$ cat config.mk
export PLATFORM = sky130hd
export DESIGN_NAME = sawtc_ctrl
export DESIGN_NICKNAME = d
export VERILOG_FILES = /design/src/hdl/sawtc_pkg.sv /design/src/hdl/sawtc_ctrl.sv
export SDC_FILE = /design/constraint.sdc
export NUM_CORES = 1
export LEC_CHECK = 0
export BUFFER_PORTS_ARGS = -buffer_cell sky130_fd_sc_hd__buf_2
export CELL_PAD_IN_SITES_DETAIL_PLACEMENT = 0
export CELL_PAD_IN_SITES_GLOBAL_PLACEMENT = 2
export CORE_MARGIN = 1.5
export CORE_UTILIZATION = 20
export CTS_CLUSTER_DIAMETER = 120
export DETAILED_ROUTE_END_ITERATION = 8
export PLACE_DENSITY_LB_ADDON = 0.1
export REMOVE_ABC_BUFFERS = 1
export SLEW_MARGIN = 30
export SYNTH_ARGS = -nofsm -noshare
export SYNTH_HDL_FRONTEND = slang
export SYNTH_SLANG_ARGS = --single-unit
$ cat constraint.sdc
create_clock -name i_clk -period 1.3 [get_ports i_clk]
set_input_delay 0.195 -clock i_clk [delete_from_list [all_inputs] [get_ports i_clk]]
set_output_delay 0.195 -clock i_clk [all_outputs]
set_load 0.03 [all_outputs]
$ cat src/hdl/sawtc_pkg.sv
// Shared constants, controller states and the command and status bundles of the cache.
package sawtc_pkg;

    localparam int ADDR_BITS_DEF = 20;
    localparam int NUM_WAYS      = 8;
    localparam int NUM_SETS      = 128;
    localparam int LINE_BYTES    = 64;
    localparam int TOTAL_LINES   = NUM_WAYS * NUM_SETS;
    localparam int OFF_BITS      = $clog2(LINE_BYTES);
    localparam int SET_BITS      = $clog2(NUM_SETS);
    localparam int WAY_BITS      = $clog2(NUM_WAYS);
    localparam int SLOT_BITS     = $clog2(TOTAL_LINES);
    localparam int TAG_LO        = OFF_BITS + SET_BITS;
    localparam int LINE_IDX_BITS = SLOT_BITS + OFF_BITS;
    localparam int MAX_LEN       = 4;
    localparam logic [15:0] LFSR_SEED = 16'hACE1;
    localparam logic [15:0] LFSR_TAPS = 16'hB400;
    localparam logic        MODE_WRITE = 1'b1;

    typedef enum logic [3:0] {
        ST_CLEAR,
        ST_IDLE,
        ST_LOOK,
        ST_CMP,
        ST_RD,
        ST_RCAP,
        ST_WR,
        ST_VICT,
        ST_FRD,
        ST_FWR,
        ST_NEXT,
        ST_DONE
    } t_state;

    typedef struct packed {
        logic clear;
        logic load;
        logic cmp;
        logic rd_cap;
        logic wr;
        logic vict;
        logic fill_rd;
        logic fill_wr;
        logic next_part;
        logic done;
    } t_cmd;

    typedef struct packed {
        logic clr_last;
        logic hit_now;
        logic last_way;
        logic last_byte;
        logic is_write;
        logic need_fill;
        logic cross_pending;
        logic fill_last;
    } t_stat;

endpackage

$ cat src/hdl/sawtc_ctrl.sv
// Controller state machine sequencing clear, lookup, byte transfer and line fill.
module sawtc_ctrl (
    input  logic             i_clk,
    input  logic             i_rst_n,
    input  logic             start,
    output logic             busy,
    output sawtc_pkg::t_cmd  o_cmd,
    input  sawtc_pkg::t_stat i_stat
);

    sawtc_pkg::t_state r_state;
    sawtc_pkg::t_state n_state;

    always_ff @(posedge i_clk) begin
        if (!i_rst_n) begin
            r_state <= sawtc_pkg::ST_CLEAR;
        end else begin
            r_state <= n_state;
        end
    end

    always_comb begin
        n_state = r_state;
        case (r_state)
            sawtc_pkg::ST_CLEAR: begin
                if (i_stat.clr_last) n_state = sawtc_pkg::ST_IDLE;
            end
            sawtc_pkg::ST_IDLE: begin
                if (start) n_state = sawtc_pkg::ST_LOOK;
            end
            sawtc_pkg::ST_LOOK: n_state = sawtc_pkg::ST_CMP;
            sawtc_pkg::ST_CMP: begin
                if (i_stat.hit_now || i_stat.last_way) begin
                    n_state = i_stat.is_write ? sawtc_pkg::ST_WR : sawtc_pkg::ST_RD;
                end else begin
                    n_state = sawtc_pkg::ST_LOOK;
                end
            end
            sawtc_pkg::ST_RD: n_state = sawtc_pkg::ST_RCAP;
            sawtc_pkg::ST_RCAP: begin
                if (!i_stat.last_byte) begin
                    n_state = sawtc_pkg::ST_RD;
                end else if (i_stat.need_fill) begin
                    n_state = sawtc_pkg::ST_VICT;
                end else begin
                    n_state = sawtc_pkg::ST_NEXT;
                end
            end
            sawtc_pkg::ST_WR: begin
                if (i_stat.last_byte) n_state = sawtc_pkg::ST_NEXT;
            end
            sawtc_pkg::ST_VICT: n_state = sawtc_pkg::ST_FRD;
            sawtc_pkg::ST_FRD:  n_state = sawtc_pkg::ST_FWR;
            sawtc_pkg::ST_FWR: begin
                n_state = i_stat.fill_last ? sawtc_pkg::ST_NEXT : sawtc_pkg::ST_FRD;
            end
            sawtc_pkg::ST_NEXT: begin
                n_state = i_stat.cross_pending ? sawtc_pkg::ST_LOOK : sawtc_pkg::ST_DONE;
            end
            sawtc_pkg::ST_DONE: n_state = sawtc_pkg::ST_IDLE;
            default: n_state = sawtc_pkg::ST_IDLE;
        endcase
    end

    always_comb begin
        o_cmd = '0;
        busy  = 1'b1;
        case (r_state)
            sawtc_pkg::ST_CLEAR: o_cmd.clear = 1'b1;
            sawtc_pkg::ST_IDLE: begin
                busy       = 1'b0;
                o_cmd.load = start;
            end
            sawtc_pkg::ST_CMP:  o_cmd.cmp       = 1'b1;
            sawtc_pkg::ST_RCAP: o_cmd.rd_cap    = 1'b1;
            sawtc_pkg::ST_WR:   o_cmd.wr        = 1'b1;
            sawtc_pkg::ST_VICT: o_cmd.vict      = 1'b1;
            sawtc_pkg::ST_FRD:  o_cmd.fill_rd   = 1'b1;
            sawtc_pkg::ST_FWR:  o_cmd.fill_wr   = 1'b1;
            sawtc_pkg::ST_NEXT: o_cmd.next_part = 1'b1;
            sawtc_pkg::ST_DONE: o_cmd.done      = 1'b1;
            default: o_cmd = '0;
        endcase
    end

endmodule

Yosys cells after proc, flatten, opt, wreduce, memory -nomap -nowiden --
Cells that the tools add are included.
Word-level totals: register bits 4, output and inout port bits 11, bits of input ports 11
Cells by class: reduce and logical (&&, ||, !) cells 3, eq/ne operators 14, muxes and demuxes 21
Operator list (count):
- $pmux 4 s11 | 1
- $mux 4 | 6
- $eq 4x3->1 const B | 4
- $eq 4x4->1 const B | 4
- $mux 1 | 11
- $eq 4x2->1 const B | 2
- $ne 2x2->1 const B | 3
- $eq 4x1->1 const B | 1
- $logic_not 4->1 | 1
- $mux 2 | 2
- $mux 3 | 1
- $reduce_and 3->1 | 1
- $logic_or 1x1->1 | 1

Longest topological paths before layout --
depth after elaboration 3, depth in mapped cells 5, depth with buffers taken out 4

Worst setup path after synthesis --
Ideal clock, no wire load.
path kind flip-flop to flip-flop, start point register r_state[2], end point register r_state[0], arrival time 1.810 ns, required time 1.175 ns, path slack -0.635 ns, cell stages (with the launch flop) 6, path through dfxtp_1 > buf_6 > nor4_1 > a21oi_1 > nand2_1 > a21oi_1
On the way: word-level cells in the longest chain between the ends 3, elaborated cells on any way between the ends 16, classes of those cells eq/ne (13); mux (1); reduce/logical (2)
Ends and longest elaborated chain:
- start: declaration | line sawtc_ctrl.sv:11 | sawtc_pkg::t_state r_state;
- start signal: assignment | line sawtc_ctrl.sv:16 | r_state <= sawtc_pkg::ST_CLEAR;
- start signal: assignment | line sawtc_ctrl.sv:18 | r_state <= n_state;
- $eq 4x3->1, or another cell as far along | line sawtc_ctrl.sv:24 | case (r_state)
- $ne 2x2->1 (no line)
- $reduce_and 3->1 (no line)
Several ways; a longest one is shown, not always the timed one. A chain may end at the register's enable or synchronous reset.

==> results.sh <==
export IMPL_path_clk_slew_ns=0.04
export IMPL_via_per_inst=4.80
export IMPL_portBuffers=21
export IMPL_ys_seq_area_share_pct=17.6
export IMPL_dp_hpwl_um=1110
export IMPL_start_util_pct=20.8
export IMPL_ir_drop_v=0.000215
export IMPL_fp_dieH_um=50.7
export IMPL_h_tree_depth=1
export IMPL_avgSynthCellArea_um2=7.59
export IMPL_status="finished, violations left"
export IMPL_track_usage_pct=13.7
export IMPL_end_kind="output pin"
export IMPL_setup_viol=9
export IMPL_final_common_cell="buf_4"
export IMPL_vias=624
export IMPL_slew_headroom_pct=79.3
export IMPL_dr_first_iter_drc_count=13
export IMPL_avgRoutedWirePerCell_um=13.9
export IMPL_violations="negative setup slack"
export IMPL_required_ns=1.11
export IMPL_die_area_um2=2570
export IMPL_cp_max_fo=6
export IMPL_dr_pass1_iters=4
export IMPL_ios=22
export IMPL_yosysWarnings=0
export IMPL_syn_area_um2=455
export IMPL_cap_violations=0
export IMPL_grt_overflow_total=0
export IMPL_slew_viol_final=0
export IMPL_period_minus_slack_ns=1.43
export IMPL_hold_viol=0
export IMPL_synth_distinct_cells=34
export IMPL_die_w_um=50.7
export IMPL_area_growth_pct=111
export IMPL_antenna_left=0
export IMPL_drc=0
export IMPL_largest_register="r_state"
export IMPL_grt_max_degree=11
export IMPL_clockRootBuffer="clkbuf_4"
export IMPL_crit_arrival_ns=1.23
export IMPL_utilization_pct=43.9
export IMPL_finClkSkew_ns=0.00424
export IMPL_ys_seq_elements=4
export IMPL_fmax_mhz=700
export IMPL_drive_above_1_share_pct=75.5
export IMPL_cp_start_kind="register"
export IMPL_cts_tree="done"
export IMPL_clk_path_buf_depth=2
export IMPL_place_congestion=0.725
export IMPL_largest_reg_flops=4
export IMPL_finalSetupTns_ns=-0.657
export IMPL_hp_class="in2reg"
export IMPL_final_cell_mix="buf_4 (18), buf_6 (14), buf_2 (10)"
export IMPL_rsz0062_at_grt="true"
export IMPL_power_leakage_nw=0.432
export IMPL_clkSinkCount=4
export IMPL_rows=17
export IMPL_final_setup_worst_slack_ns=-0.129
export IMPL_insertion_delay_ns=0.24
export IMPL_num_nets_final=115
export IMPL_worst_slew_pin_slew_ns=0.306
export IMPL_period_share_pct=110
export IMPL_numCtsBuffers=3
export IMPL_grt_pass1_wl_um=2710
export IMPL_grt_pass1_vias=616
export IMPL_wl_um=1800
export IMPL_antenna_found_initial=0
export IMPL_syn_inst=60
export IMPL_diodes=0
export IMPL_p_per_area_nw_per_um2=600
export IMPL_ctsHoldBuffers=0
export IMPL_coreArea_um2=2190
export IMPL_criticalPathCategory="reg2out"
export IMPL_top_regs="r_state: 4 flops"
## logic make-up after synthesis
kind of cell / synth area share [%]
simple gates: 41.8
compound gates: 28.8
buf+inv: 11.8
flops: 17.6
## area by class of cell
cell class | instances | area [um^2]
Fill cell | 224 | 1230
Inverter | 4 | 15.0
Sequential cell | 4 | 95.1
Clock buffer | 3 | 22.5
Multi-Input combinational cell | 48 | 435
Timing Repair Buffer | 43 | 358
Tap cell | 28 | 35.0
## final timing paths
kind	start	endpoint	slack, ns	cells past startpoint
min reg2reg	r_state[1]	r_state[3]	0.76	4
max	r_state[3]	o_cmd[3]	-0.13	3
max reg2reg	r_state[1]	r_state[1]	-0.05	5
min	i_rst_n	r_state[2]	0.25	3
## critical path, stage by stage (launching register included)
cell	delay, ns
dfxtp_4	0.41
or2b_4	0.31
nor3_2	0.10
buf_4	0.17
## cell usage after synthesis
library cell | count | share of area, %
a2111oi_1 | 1 | 2.2
a211oi_2 | 1 | 2.7
a21o_1 | 2 | 3.3
a21oi_1 | 3 | 3.3
a221oi_1 | 1 | 1.9
a22oi_1 | 1 | 1.6
a32oi_1 | 1 | 1.9
and2b_1 | 1 | 1.6
and3_1 | 1 | 1.4
and4bb_1 | 1 | 2.7
buf_2 | 1 | 1.1
buf_6 | 3 | 7.4
dfxtp_1 | 4 | 18
inv_1 | 4 | 3.3
nand2_1 | 6 | 4.9
nand2b_1 | 1 | 1.4
nand2b_2 | 1 | 1.9
nand2b_4 | 1 | 3.0
nand3_1 | 2 | 2.2
nand3b_1 | 1 | 1.6
nor2_1 | 8 | 6.6
nor2_2 | 2 | 2.7
nor2b_1 | 2 | 2.7
nor3_1 | 1 | 1.1
nor4_1 | 1 | 1.4
nor4bb_1 | 1 | 2.2
o2111ai_1 | 1 | 1.9
o21ai_0 | 1 | 1.1
o21bai_1 | 1 | 1.6
o221a_2 | 1 | 2.5
o22ai_2 | 1 | 2.7
o2bb2ai_1 | 1 | 1.9
or2b_1 | 1 | 1.6
or3_4 | 1 | 2.5
## power breakdown
group | leakage (nW) | switching [mW] | internal, mW | total (mW)
sequential | 0.0355 | 0.0151 | 0.126 | 0.141
clock | 0.0138 | 0.0530 | 0.103 | 0.156
combinational | 0.383 | 0.130 | 0.149 | 0.279
## layer usage
layer  vias to the layer above  routed length [um]  global-route usage (%)
met3                         2                 121                    3.27
met1                       288                 785                    17.3
li1                        306                   -                       -
met2                        28                 889                    22.6
met5                         -                   0                       0
met4                         0                   8                    4.95
## timing repair
action	CTS	global route
cloned	0	0
pin swaps	5	8
gates resized for setup	40	23
buffers inserted	6	9
setup endpoints to repair	15	13
## per-stage QoR
stage	setup WS (ns)	hold slack (ns)	instance area, um^2	instances	total power [mW]
after CTS	-0.158	0.245	798	121	0.517
after detailed placement	-0.0566	0.493	609	112	0.302
after global routing	-0.168	0.264	961	130	0.613
after global placement	-0.0778	0.494	609	112	0.309
final	-0.129	0.252	961	130	0.576
after floorplan	-0.600	0.358	417	56	0.242
(Power assumes the default switching activity.)
